===== src/hw/rtl/md4_pkg.sv =====
// md4 hasher shared types, constants and step tables
package md4_pkg;

	localparam int unsigned WordW = 32;
	localparam int unsigned BlkBytes = 64;
	localparam int unsigned StepCnt = 48;

	localparam logic [WordW-1:0] IvA = 32'h67452301;
	localparam logic [WordW-1:0] IvB = 32'hefcdab89;
	localparam logic [WordW-1:0] IvC = 32'h98badcfe;
	localparam logic [WordW-1:0] IvD = 32'h10325476;
	localparam logic [WordW-1:0] KR2 = 32'h5a827999;
	localparam logic [WordW-1:0] KR3 = 32'h6ed9eba1;

	// request kinds carried on s_tuser
	localparam logic REQ_APPEND = 1'b0;
	localparam logic REQ_FINISH = 1'b1;

	typedef logic [3:0][WordW-1:0] chain_t;

	// control from the sequencer to the compression core
	typedef struct packed {
		logic start;
		logic init;
	} core_ctl_t;

	// status from the compression core
	typedef struct packed {
		logic busy;
		logic done;
	} core_sts_t;

	// message word index used by a step
	function automatic logic [3:0] msg_index(input logic [5:0] step);
		logic [3:0] j;
		logic [3:0] k;
		j = step[3:0];
		case (step[5:4])
			2'd0: k = j;
			2'd1: k = {j[1:0], j[3:2]};
			default: k = {j[0], j[1], j[2], j[3]};
		endcase
		return k;
	endfunction

	// rotate amount of a step
	function automatic logic [4:0] rot_amount(input logic [5:0] step);
		logic [4:0] s;
		case ({step[5:4], step[1:0]})
			4'b00_00: s = 5'd3;
			4'b00_01: s = 5'd7;
			4'b00_10: s = 5'd11;
			4'b00_11: s = 5'd19;
			4'b01_00: s = 5'd3;
			4'b01_01: s = 5'd5;
			4'b01_10: s = 5'd9;
			4'b01_11: s = 5'd13;
			4'b10_00: s = 5'd3;
			4'b10_01: s = 5'd9;
			4'b10_10: s = 5'd11;
			4'b10_11: s = 5'd15;
			default: s = 5'd3;
		endcase
		return s;
	endfunction

endpackage


===== src/hw/rtl/md4_buf.sv =====
// md4 block buffer: 16 x 32 memory, byte writes, one registered read port
module md4_buf (
	input  logic        clk,
	input  logic        we,
	input  logic [5:0]  waddr,
	input  logic [7:0]  wdata,
	input  logic [3:0]  raddr,
	output logic [31:0] rdata
);

	logic [31:0] mem [16];
	logic [31:0] rdata_q;

	// byte lane write, little-endian within the word
	always_ff @(posedge clk) begin
		if (we) begin
			mem[waddr[5:2]][{waddr[1:0], 3'b000} +: 8] <= wdata;
		end
	end

	// synchronous read
	always_ff @(posedge clk) begin
		rdata_q <= mem[raddr];
	end

	assign rdata = rdata_q;

endmodule


===== src/hw/rtl/md4_core.sv =====
// md4 compression core: chaining words, working words and the 48-step round unit
module md4_core (
	input  logic                clk,
	input  logic                arst_n,
	input  md4_pkg::core_ctl_t  ctl,
	input  logic [31:0]         mword,
	output logic [3:0]          raddr,
	output md4_pkg::chain_t     chain,
	output md4_pkg::core_sts_t  sts
);

	typedef enum logic [1:0] {
		C_IDLE,
		C_FETCH,
		C_RUN,
		C_ADD
	} cstate_t;

	cstate_t         state_q;
	logic [5:0]      step_q;
	logic [5:0]      step_nxt;
	logic            done_q;
	md4_pkg::chain_t chain_q;
	md4_pkg::chain_t work_q;
	logic [31:0]     mix;
	logic [31:0]     sum;
	logic [63:0]     rot;
	logic [4:0]      sh;
	logic [31:0]     tnew;

	assign step_nxt = step_q + 6'd1;

	// read address runs one step ahead of the round unit
	always_comb begin
		if (state_q == C_RUN) begin
			raddr = md4_pkg::msg_index(step_nxt);
		end else begin
			raddr = md4_pkg::msg_index(step_q);
		end
	end

	// round function on b, c, d
	always_comb begin
		case (step_q[5:4])
			2'd0: mix = (work_q[1] & work_q[2]) | (~work_q[1] & work_q[3]);
			2'd1: mix = ((work_q[1] & work_q[2]) | (work_q[1] & work_q[3])
				| (work_q[2] & work_q[3])) + md4_pkg::KR2;
			default: mix = (work_q[1] ^ work_q[2] ^ work_q[3]) + md4_pkg::KR3;
		endcase
		sum = work_q[0] + mix + mword;
		sh = md4_pkg::rot_amount(step_q);
		rot = {sum, sum} << sh;
		tnew = rot[63:32];
	end

	// sequencer and state update
	always_ff @(posedge clk or negedge arst_n) begin
		if (!arst_n) begin
			state_q <= C_IDLE;
			step_q  <= '0;
			done_q  <= 1'b0;
			chain_q <= {md4_pkg::IvD, md4_pkg::IvC, md4_pkg::IvB, md4_pkg::IvA};
			work_q  <= '0;
		end else begin
			done_q <= 1'b0;
			unique case (state_q)
				C_IDLE: begin
					if (ctl.init) begin
						chain_q <= {md4_pkg::IvD, md4_pkg::IvC, md4_pkg::IvB,
							md4_pkg::IvA};
					end
					if (ctl.start) begin
						work_q  <= chain_q;
						step_q  <= '0;
						state_q <= C_FETCH;
					end
				end
				C_FETCH: begin
					state_q <= C_RUN;
				end
				C_RUN: begin
					// roles rotate: next target is the old d
					work_q[0] <= work_q[3];
					work_q[3] <= work_q[2];
					work_q[2] <= work_q[1];
					work_q[1] <= tnew;
					if (step_q == 6'(md4_pkg::StepCnt - 1)) begin
						step_q  <= '0;
						state_q <= C_ADD;
					end else begin
						step_q <= step_nxt;
					end
				end
				C_ADD: begin
					for (int i = 0; i < 4; i++) begin
						chain_q[i] <= chain_q[i] + work_q[i];
					end
					done_q  <= 1'b1;
					state_q <= C_IDLE;
				end
				default: state_q <= C_IDLE;
			endcase
		end
	end

	assign chain    = chain_q;
	assign sts.busy = (state_q != C_IDLE);
	assign sts.done = done_q;

endmodule


===== src/hw/rtl/md4_hash_engine.sv =====
// md4 hasher top level: stream ports, padding sequencer and digest output
//
// Input channel s_*: one transfer per item. s_tuser is the request kind
// (0 append the byte in s_tdata[7:0], 1 finish the message). Output
// channel m_*: a finish gives four transfers, chaining words a..d, with
// m_tlast on the fourth.
// The 64th byte of a block starts a compression (a read-ahead state, 48
// round steps, an add), with the round unit taking one step a cycle from
// the block memory read port; the input is held off for the compression
// and for the cycle in which its done pulse is seen.
// A finish writes padding one byte a cycle, held while each of the one or
// two compressions in between runs, then copies the digest into an output
// register and restarts at the initial chaining values.
// A stalled receiver holds the digest in place; appends of the next
// message go on meanwhile, and only the next digest waits for the register.
// Reset (arst_n low) loads the initial chaining values and clears the byte
// count; the block memory needs no clearing.
module md4_hash_engine (
	input  logic        clk,
	input  logic        arst_n,
	input  logic        s_tvalid,
	output logic        s_tready,
	input  logic [7:0]  s_tdata,   // [7:0] data_byte
	input  logic        s_tuser,   // [0] req_type
	output logic        m_tvalid,
	input  logic        m_tready,
	output logic [39:0] m_tdata,   // [31:0] digest_word, [33:32] word_index, rest zero
	output logic        m_tlast    // last_word
);

	typedef enum logic [2:0] {
		ST_IDLE,
		ST_COMP,
		ST_PAD,
		ST_PCOMP,
		ST_WOUT
	} state_t;

	state_t             state_q;
	logic [63:0]        cnt_q;
	logic [63:0]        len_q;
	logic               first_q;
	logic               lenph_q;
	logic               fin_q;
	logic               obusy_q;
	logic [1:0]         oidx_q;
	md4_pkg::chain_t    dig_q;

	logic               in_xfer;
	logic               out_xfer;
	logic               buf_we;
	logic [5:0]         pos;
	logic [7:0]         buf_wdata;
	logic [3:0]         buf_raddr;
	logic [31:0]        buf_rdata;
	md4_pkg::core_ctl_t core_ctl;
	md4_pkg::core_sts_t core_sts;
	md4_pkg::chain_t    chain;

	assign pos      = cnt_q[5:0];
	assign s_tready = (state_q == ST_IDLE);
	assign in_xfer  = s_tvalid && s_tready;
	assign out_xfer = m_tvalid && m_tready;

	// buffer write: accepted bytes, then padding bytes
	always_comb begin
		buf_we    = 1'b0;
		buf_wdata = s_tdata;
		if (state_q == ST_IDLE) begin
			buf_we = in_xfer && (s_tuser == md4_pkg::REQ_APPEND);
		end else if (state_q == ST_PAD) begin
			buf_we = 1'b1;
			if (first_q) begin
				buf_wdata = 8'h80;
			end else if (lenph_q) begin
				buf_wdata = len_q[{pos[2:0], 3'b000} +: 8];
			end else begin
				buf_wdata = 8'h00;
			end
		end
	end

	// a write to the last byte of a block starts a compression
	assign core_ctl.start = buf_we && (pos == 6'(md4_pkg::BlkBytes - 1));
	assign core_ctl.init  = (state_q == ST_WOUT) && !obusy_q;

	md4_buf u_buf (
		.clk   (clk),
		.we    (buf_we),
		.waddr (pos),
		.wdata (buf_wdata),
		.raddr (buf_raddr),
		.rdata (buf_rdata)
	);

	md4_core u_core (
		.clk    (clk),
		.arst_n (arst_n),
		.ctl    (core_ctl),
		.mword  (buf_rdata),
		.raddr  (buf_raddr),
		.chain  (chain),
		.sts    (core_sts)
	);

	// sequencer, byte count and digest output register
	always_ff @(posedge clk or negedge arst_n) begin
		if (!arst_n) begin
			state_q <= ST_IDLE;
			cnt_q   <= '0;
			len_q   <= '0;
			first_q <= 1'b0;
			lenph_q <= 1'b0;
			fin_q   <= 1'b0;
			obusy_q <= 1'b0;
			oidx_q  <= '0;
			dig_q   <= '0;
		end else begin
			if (buf_we) begin
				cnt_q <= cnt_q + 64'd1;
			end
			if (out_xfer) begin
				oidx_q <= oidx_q + 2'd1;
				if (oidx_q == 2'd3) begin
					obusy_q <= 1'b0;
				end
			end
			unique case (state_q)
				ST_IDLE: begin
					if (in_xfer) begin
						if (s_tuser == md4_pkg::REQ_FINISH) begin
							len_q   <= {cnt_q[60:0], 3'b000};
							first_q <= 1'b1;
							lenph_q <= 1'b0;
							state_q <= ST_PAD;
						end else if (core_ctl.start) begin
							state_q <= ST_COMP;
						end
					end
				end
				ST_COMP: begin
					if (core_sts.done) begin
						state_q <= ST_IDLE;
					end
				end
				ST_PAD: begin
					first_q <= 1'b0;
					if (!lenph_q) begin
						lenph_q <= (pos == 6'd55);
					end
					if (core_ctl.start) begin
						fin_q   <= lenph_q && !first_q;
						state_q <= ST_PCOMP;
					end
				end
				ST_PCOMP: begin
					if (core_sts.done) begin
						state_q <= fin_q ? ST_WOUT : ST_PAD;
					end
				end
				ST_WOUT: begin
					if (!obusy_q) begin
						dig_q   <= chain;
						obusy_q <= 1'b1;
						oidx_q  <= '0;
						cnt_q   <= '0;
						fin_q   <= 1'b0;
						state_q <= ST_IDLE;
					end
				end
				default: state_q <= ST_IDLE;
			endcase
		end
	end

	assign m_tvalid = obusy_q;
	assign m_tdata  = {6'd0, oidx_q, dig_q[oidx_q]};
	assign m_tlast  = (oidx_q == 2'd3);

	// input is never taken while a compression runs
	a_ready_idle: assert property (@(posedge clk) disable iff (!arst_n)
		s_tready |-> !core_sts.busy)
		else $error("input ready during compression");

	// the buffer is never written under a running compression
	a_no_wr_busy: assert property (@(posedge clk) disable iff (!arst_n)
		buf_we |-> !core_sts.busy)
		else $error("buffer write during compression");

	// a compression only finishes while the sequencer waits for it
	a_done_wait: assert property (@(posedge clk) disable iff (!arst_n)
		core_sts.done |-> (state_q == ST_COMP || state_q == ST_PCOMP))
		else $error("unexpected compression done");

	// the final digest word frees the output register
	a_last_free: assert property (@(posedge clk) disable iff (!arst_n)
		(m_tvalid && m_tready && m_tlast) |=> !m_tvalid)
		else $error("output still valid after last word");

endmodule

===== config.mk =====
export PLATFORM = sky130hd
export DESIGN_NAME = md4_hash_engine
export DESIGN_NICKNAME = d
export VERILOG_FILES = /design/src/hw/rtl/md4_pkg.sv /design/src/hw/rtl/md4_buf.sv /design/src/hw/rtl/md4_core.sv /design/src/hw/rtl/md4_hash_engine.sv
export SDC_FILE = /design/constraint.sdc
export NUM_CORES = 2
export LEC_CHECK = 0
export BUFFER_PORTS_ARGS = -buffer_cell sky130_fd_sc_hd__buf_2
export CORE_MARGIN = 2
export CORE_UTILIZATION = 64
export CTS_CLUSTER_SIZE = 16
export DETAILED_ROUTE_END_ITERATION = 6
export PLACE_DENSITY = 0.9
export SLEW_MARGIN = 20
export SYNTH_ARGS = -nofsm -noshare
export SYNTH_HDL_FRONTEND = slang
export SYNTH_SLANG_ARGS = --single-unit

===== constraint.sdc =====
create_clock -name clk -period 15.3 [get_ports clk]
set_input_delay 3.825 -clock clk [delete_from_list [all_inputs] [get_ports clk]]
set_output_delay 3.825 -clock clk [all_outputs]
set_load 0.01 [all_outputs]

# ---- After elaboration in Yosys (flattened, before gate mapping)
# Memories as Yosys holds them, arrays and structs flattened. A register that Yosys moved wholly into a read port is not among the register bits.
# Index checks and enable logic that the tools add are counted.
dict set report word_totals {
  mem_count 2
  output_inout_bits 43
  ff_bits 527
  mem_bits_ro 64
  input_bits 13
  ramBits 512
  wordCells 155
}
# memory depth word_bits rd rd_clocked_by_memory_dff wr line_no
set mem_list {}
lappend mem_list {u_buf.mem 16 32 1 1 1 md4_buf.sv:11} ;# logic [31:0] mem [16];
lappend mem_list {{(name not given)} 16 4 1 0 0 md4_pkg.sv:49} ;# case ({step[5:4], step[1:0]})
dict set report classes {
  magnitude_cmp 1
  reduce_logical 24
  bitwise_logic 12
  mux 54
  n_eq_ne 23
  shift 4
  add_sub_neg 12
}
# cell n
set op_table {}
lappend op_table {{128-bit one-hot mux with 2 select lines} 2}
lappend op_table {{128-bit two-way mux} 2}
lappend op_table {{32-bit adder} 6}
lappend op_table {{64-bit two-way mux} 3}
lappend op_table {{32-bit bitwise AND} 4}
lappend op_table {{32-bit OR} 3}
lappend op_table {{32-bit by 31-bit adder with 32-bit output, second input constant} 2}
lappend op_table {{64-bit by 1-bit adder with 64-bit output, second input constant} 1}
lappend op_table {{32-bit binary-select mux with 2-bit select} 1}
lappend op_table {{32-bit two-way mux} 2}
lappend op_table {{32-bit one-hot mux with 2 select lines} 1}
lappend op_table {{64-bit by 7-bit indexed part select with 8-bit output} 1}
lappend op_table {{64-bit by 5-bit << shifter with 64-bit output} 1}
lappend op_table {{32-bit bitwise XOR} 2}
lappend op_table {{8-bit two-way mux} 4}
lappend op_table {{32-bit inverter} 1}
lappend op_table {{8-bit by 7-bit variable shift with 32-bit output, first input constant} 1}
lappend op_table {{8-bit by 7-bit indexed part select with 32-bit output} 1}
lappend op_table {{3-bit two-way mux} 8}
lappend op_table {{6-bit equality test, second input constant} 3}
lappend op_table {{4-bit one-hot mux with 2 select lines} 2}
lappend op_table {{1-bit two-way mux} 15}
lappend op_table {{3-bit one-hot mux with 5 select lines} 1}
lappend op_table {{6-bit two-way mux} 2}
lappend op_table {{26 further kinds} 61}

# ---- Longest topological paths before layout
dict set report depth {
  word_depth 9
  ltp_mapped 28
  depth_no_buf 27
}

# ---- Cells and area by module
# Synthesis repeated with hierarchy kept, for this count alone.
dict set report hier_totals {
  cells_unflattened 4926
  area_unflattened_um2 56314.0
}
# module area_each_um2 seq_area_each_um2 cells_each instances
set modules_own_cells {}
lappend modules_own_cells {md4_core 23880.4 6711.4 2788 1}
lappend modules_own_cells {md4_buf 20404.6 16015.4 952 1}
lappend modules_own_cells {md4_hash_engine 12029.0 6481.2 1186 1}

# ---- Worst setup path after synthesis
# Ideal clock, no wire load.
dict set report synth_timing {
  kind {register to register}
  start {reg u_core.work_q[33] in the netlist's numbering}
  end {reg u_core.work_q[34] in the netlist's numbering}
  arrival_time_ps 6046
  n_path_buf 0
  synth_period_minus_slack_ps 6176
  path_stages_with_launch 27
  path_slack_ps 9124
  required_time_ps 15170
  setup_ps 130
  cell_sequence {dfrtp_1 inv_1 fa_1 inv_1 ha_1 and4b_1 o21ai_0 a21boi_0 o21a_1 o21a_1 o31ai_1 xnor2_1 a22oi_1 o21ai_0 fa_1 inv_1 ha_1 a21o_1 a21o_1 a21oi_1 or4b_2 nand4_1 a21bo_2 mux2_2 and2_0 a31oi_1 o21ai_0}
}
dict set report synth_between {
  elab_chain_len 9
  word_cells_on_any_way 16
  cone_classes {add/sub: 4; shift: 1; mux: 2; bitwise: 9}
}
# item line_no
set synth_lines {}
lappend synth_lines {{start: declaration} md4_core.sv:24} ;# md4_pkg::chain_t work_q;
lappend synth_lines {{start signal: assignment} md4_core.sv:73} ;# work_q <= chain_q;
lappend synth_lines {{32-bit bitwise AND (on tied branches)} {md4_core.sv:45, md4_core.sv:46}}
lappend synth_lines {{32-bit OR} md4_core.sv:46} ;# 2'd1: mix = ((work_q[1] & work_q[2]) | (work_q[1] & work_q[3])
lappend synth_lines {{32-bit OR} md4_core.sv:47} ;# | (work_q[2] & work_q[3])) + md4_pkg::KR2;
lappend synth_lines {{32-bit by 31-bit adder with 32-bit output} md4_core.sv:47}
lappend synth_lines {{32-bit one-hot mux with 2 select lines *} md4_core.sv:44} ;# case (step_q[5:4])
lappend synth_lines {{32-bit adder * (2 in a row)} md4_core.sv:50} ;# sum = work_q[0] + mix + mword;
lappend synth_lines {{64-bit by 5-bit << shifter with 64-bit output *} md4_core.sv:52} ;# rot = {sum, sum} << sh;
lappend synth_lines {{128-bit one-hot mux with 2 select lines *} md4_core.sv:66} ;# unique case (state_q)
# Mark *: on every way between the ends. The rest lies on a longest branch, timed or not.
# A chain may end at the register's enable or synchronous reset.

# ---- Final worst setup path
dict set report layout_timing {
  start {reg u_core.work_q[33] in the netlist's numbering}
  end {reg u_core.work_q[40] in the netlist's numbering}
}
# The elaborated chain is that of the path after synthesis.

==> results_dict.tcl <==
set metrics [dict create \
    status "finished with violations" \
    violations "design-rule violations" \
    wl_per_cell_um 25.6 \
    criticalPathCategory "flip-flop to flip-flop" \
    r2r-end "u_core.work_q[40]" \
    io_pins 56 \
    fin_ws_ns 7.77 \
    die_w_um 302 \
    min-delay-start "dig_q[74]" \
    crit_fanout 11 \
    grt_max_degree 187 \
    start_kind "flip-flop" \
    grt_first_pass_wirelength_mm 244 \
    arrival_ns 8.14 \
    clockRootBuffer "clkbuf_16" \
    whs_path_depth 2 \
    htreeDepth 3 \
    max-slew-margin-rel_pct 20.6 \
    place.gp.congestion 0.980 \
    initial_core_util_pct 64.3 \
    rows 109 \
    first_pass_iters 7 \
    synth_warnings 0 \
    final_max_slew_viol_count 0 \
    max_freq_ghz 0.133 \
    setup_viol 0 \
    drc 8 \
    synth_seq_cells 1068 \
    clock_sinks 1068 \
    cts_buffers 104 \
    seq_area_frac_synth_pct 51.5 \
    area_growth_pct 8.50 \
    synth_top_cell_area_share_pct 27.1 \
    die-area_mm2 0.0909 \
    clockBufferDepth 3 \
    antenna_found_initial 2 \
    cts_setup_buffers 0 \
    nNetsFinal 5209 \
    synth_edf_count 512 \
    skew_ns 0.0587 \
    ir_worst_vdd_mv 0.195 \
    ctsHoldBuffers 0 \
    ff2ff_setup_slack_ns 7.77 \
    rsz0062_at_grt "false" \
    finalHoldWorstSlack_ns 0.474 \
    rr_worst_depth 26 \
    ys.flop_type "edfxtp_1" \
    synth.cell_area_mm2 0.0567 \
    power.density_mw_per_mm2 250 \
    p_leak_nw 25.2 \
    synthArstFlopShare_pct 49.1 \
    vias 42228 \
    hold_path.class "flip-flop to flip-flop" \
    layout_common_cells "nand2_1 (731), edfxtp_1 (512), dfrtp_1 (457), nor2_1 (346), o21ai_0 (317)" \
    tns_ns 0 \
    final_common_cell "nand2_1" \
    period_share_pct 49.2 \
    regArea_mm2 0.0292 \
    initialDrtViolationCount 5595 \
    multi_input_area_mm2 0.0259 \
    nFillCells 5797 \
    end_kind "flip-flop" \
    synthCells 5008 \
    place_ws_ns 8.12 \
    final_antenna_net_count 0 \
    dp_hpwl_mm 105 \
    routed_via_density 6.80 \
    die_h_um 302 \
    grtUsageTotal_pct 35.2 \
    layout_min_cycle_time_ns 7.53 \
    core-area_mm2 0.0881 \
    hold_violations 0 \
    synth_top_cells_by_area "edfxtp_1 (27%), dfrtp_1 (20%), mux4_2 (6.9%)" \
    grt_pass1_vias 40963 \
    clk_pin_slew_ns 0.06 \
    cts_tree "done" \
    overflow 0 \
    drive_above_1_share_pct 12.6 \
    whs_endpoint "dig_q[74]" \
    insertion_delay_ns 0.75 \
    drv_cap 0 \
    ctsResizeCount 0 \
    required_ns 15.91 \
    yosysTopAreaCell "edfxtp_1" \
    synth.distinct_cells 84 \
    avgSynthCellArea_um2 11.3 \
    portBuffers 49 \
    routed_wl_mm 159 \
    tightestPinTransition_ns 1.19 \
    r2r_start "u_core.work_q[33]" \
]
worst max path at each step:
stage	startpoint	endpoint	slack (ns)	cells past startpoint
final	u_core.work_q[33]	u_core.work_q[40]	7.77	26
after floorplan	u_core.work_q[33]	u_core.work_q[34]	9.12	26
after detailed placement	u_core.work_q[33]	u_core.work_q[40]	8.12	26
after CTS	u_core.work_q[33]	u_core.work_q[40]	8.04	26
after global placement	u_core.work_q[33]	u_core.work_q[36]	8.33	25
after global routing	u_core.work_q[33]	u_core.work_q[40]	7.26	26
logic make-up after synthesis:
logic type / Yosys count / synth area share (%)
buffers and inverters: 460 / 3.12
adders and majority gates: 240 / 6.20
muxes: 489 / 12.6
xor gates and xnor gates: 231 / 3.57
DFF: 1068 / 51.5
AOI/OAI and AO/OA: 1024 / 11.4
and+or+nand+nor: 1495 / 11.6
other: 1 / 0.00662
power by group:
part           switching [mW]  total, mW  leakage (nW)  internal, mW
clock                    1.20       2.71          1.77          1.51
sequential              0.736       4.29          11.8          3.55
combinational            5.09       8.36          11.7          3.27
synthesized netlist by cell type, types with 29 or more instances:
cell,n
nor2b_1,46
a21oi_1,260
dfstp_2,64
or3_1,30
edfxtp_1,512
xor2_1,123
inv_1,209
clkbuf_1,194
dfxtp_1,32
mux2_2,75
dfrtp_1,460
nor3_1,59
a31oi_1,36
nand2_1,731
a211oi_1,74
nor2_1,359
nand3_1,77
fa_1,68
nand2b_1,29
o21a_1,30
mux2i_1,241
o21ai_0,321
xnor2_1,108
buf_1,34
and3_1,38
ha_1,172
a21o_1,79
mux4_2,173
critical path, stage by stage, from the launching register on:
cell and delay [ns]:
dfrtp_1 0.49, inv_1 0.10, fa_1 0.58, inv_1 0.06
ha_1 0.21, and4b_1 0.20, o21ai_0 0.31, a21boi_0 0.25
o21a_1 0.31, o21a_1 0.28, nand2b_1 0.17, a32oi_1 0.18
o21ai_0 0.22, fa_1 0.58, inv_1 0.07, ha_1 0.51
nand2_1 0.10, nor2_1 0.24, nand4_1 0.12, a21oi_1 0.44
nor2_1 0.16, o31ai_1 0.63, a21oi_1 0.18, xnor2_1 0.16
o21ai_0 0.38, nand2_1 0.14, o41ai_1 0.35
per-layer routing:
metal / share of wire [%] / GRT usage [%]
met5: 0.0075 / 0
met4: 6.5 / 18.6
met3: 10 / 6.53
met2: 47 / 55.9
met1: 36 / 46.5
layout make-up:
| class | instances | area share [%] |
|---|---|---|
| inverters | 209 | 1.28 |
| flip-flops and latches | 1068 | 47.5 |
| clock buffers | 130 | 4.57 |
| multi-input cells | 3485 | 42.1 |
| well taps | 1165 | 2.37 |
| clock inverters | 67 | 1.24 |
| diodes | 1 | 0.00407 |
| repair buffers | 88 | 0.938 |
flip-flops by register name, indices dropped and copies added, names as in the netlist, 2 cells and up:
name,cells
u_buf.mem,512
dig_q,128
u_core.chain,128
u_core.work_q,128
cnt_q,61
len_q,61
u_buf.rdata,32
u_core.step_q,6
state_q,3
oidx_q,2
u_core.state_q,2
metrics by stage:
stage          std cells  cell area [um^2]  utilization (%)  total power, mW
4_1_cts             6212             61500             69.7             15.0
3_3_place_gp        6015             57900             65.7             12.0
6_report            6213             61500             69.8             15.4
3_5_place_dp        6015             57900             65.7             12.2
5_1_grt             6212             61500             69.8             16.1
2_1_floorplan       5013             56700                -             10.1
Power figures use the tool's default switching activity.
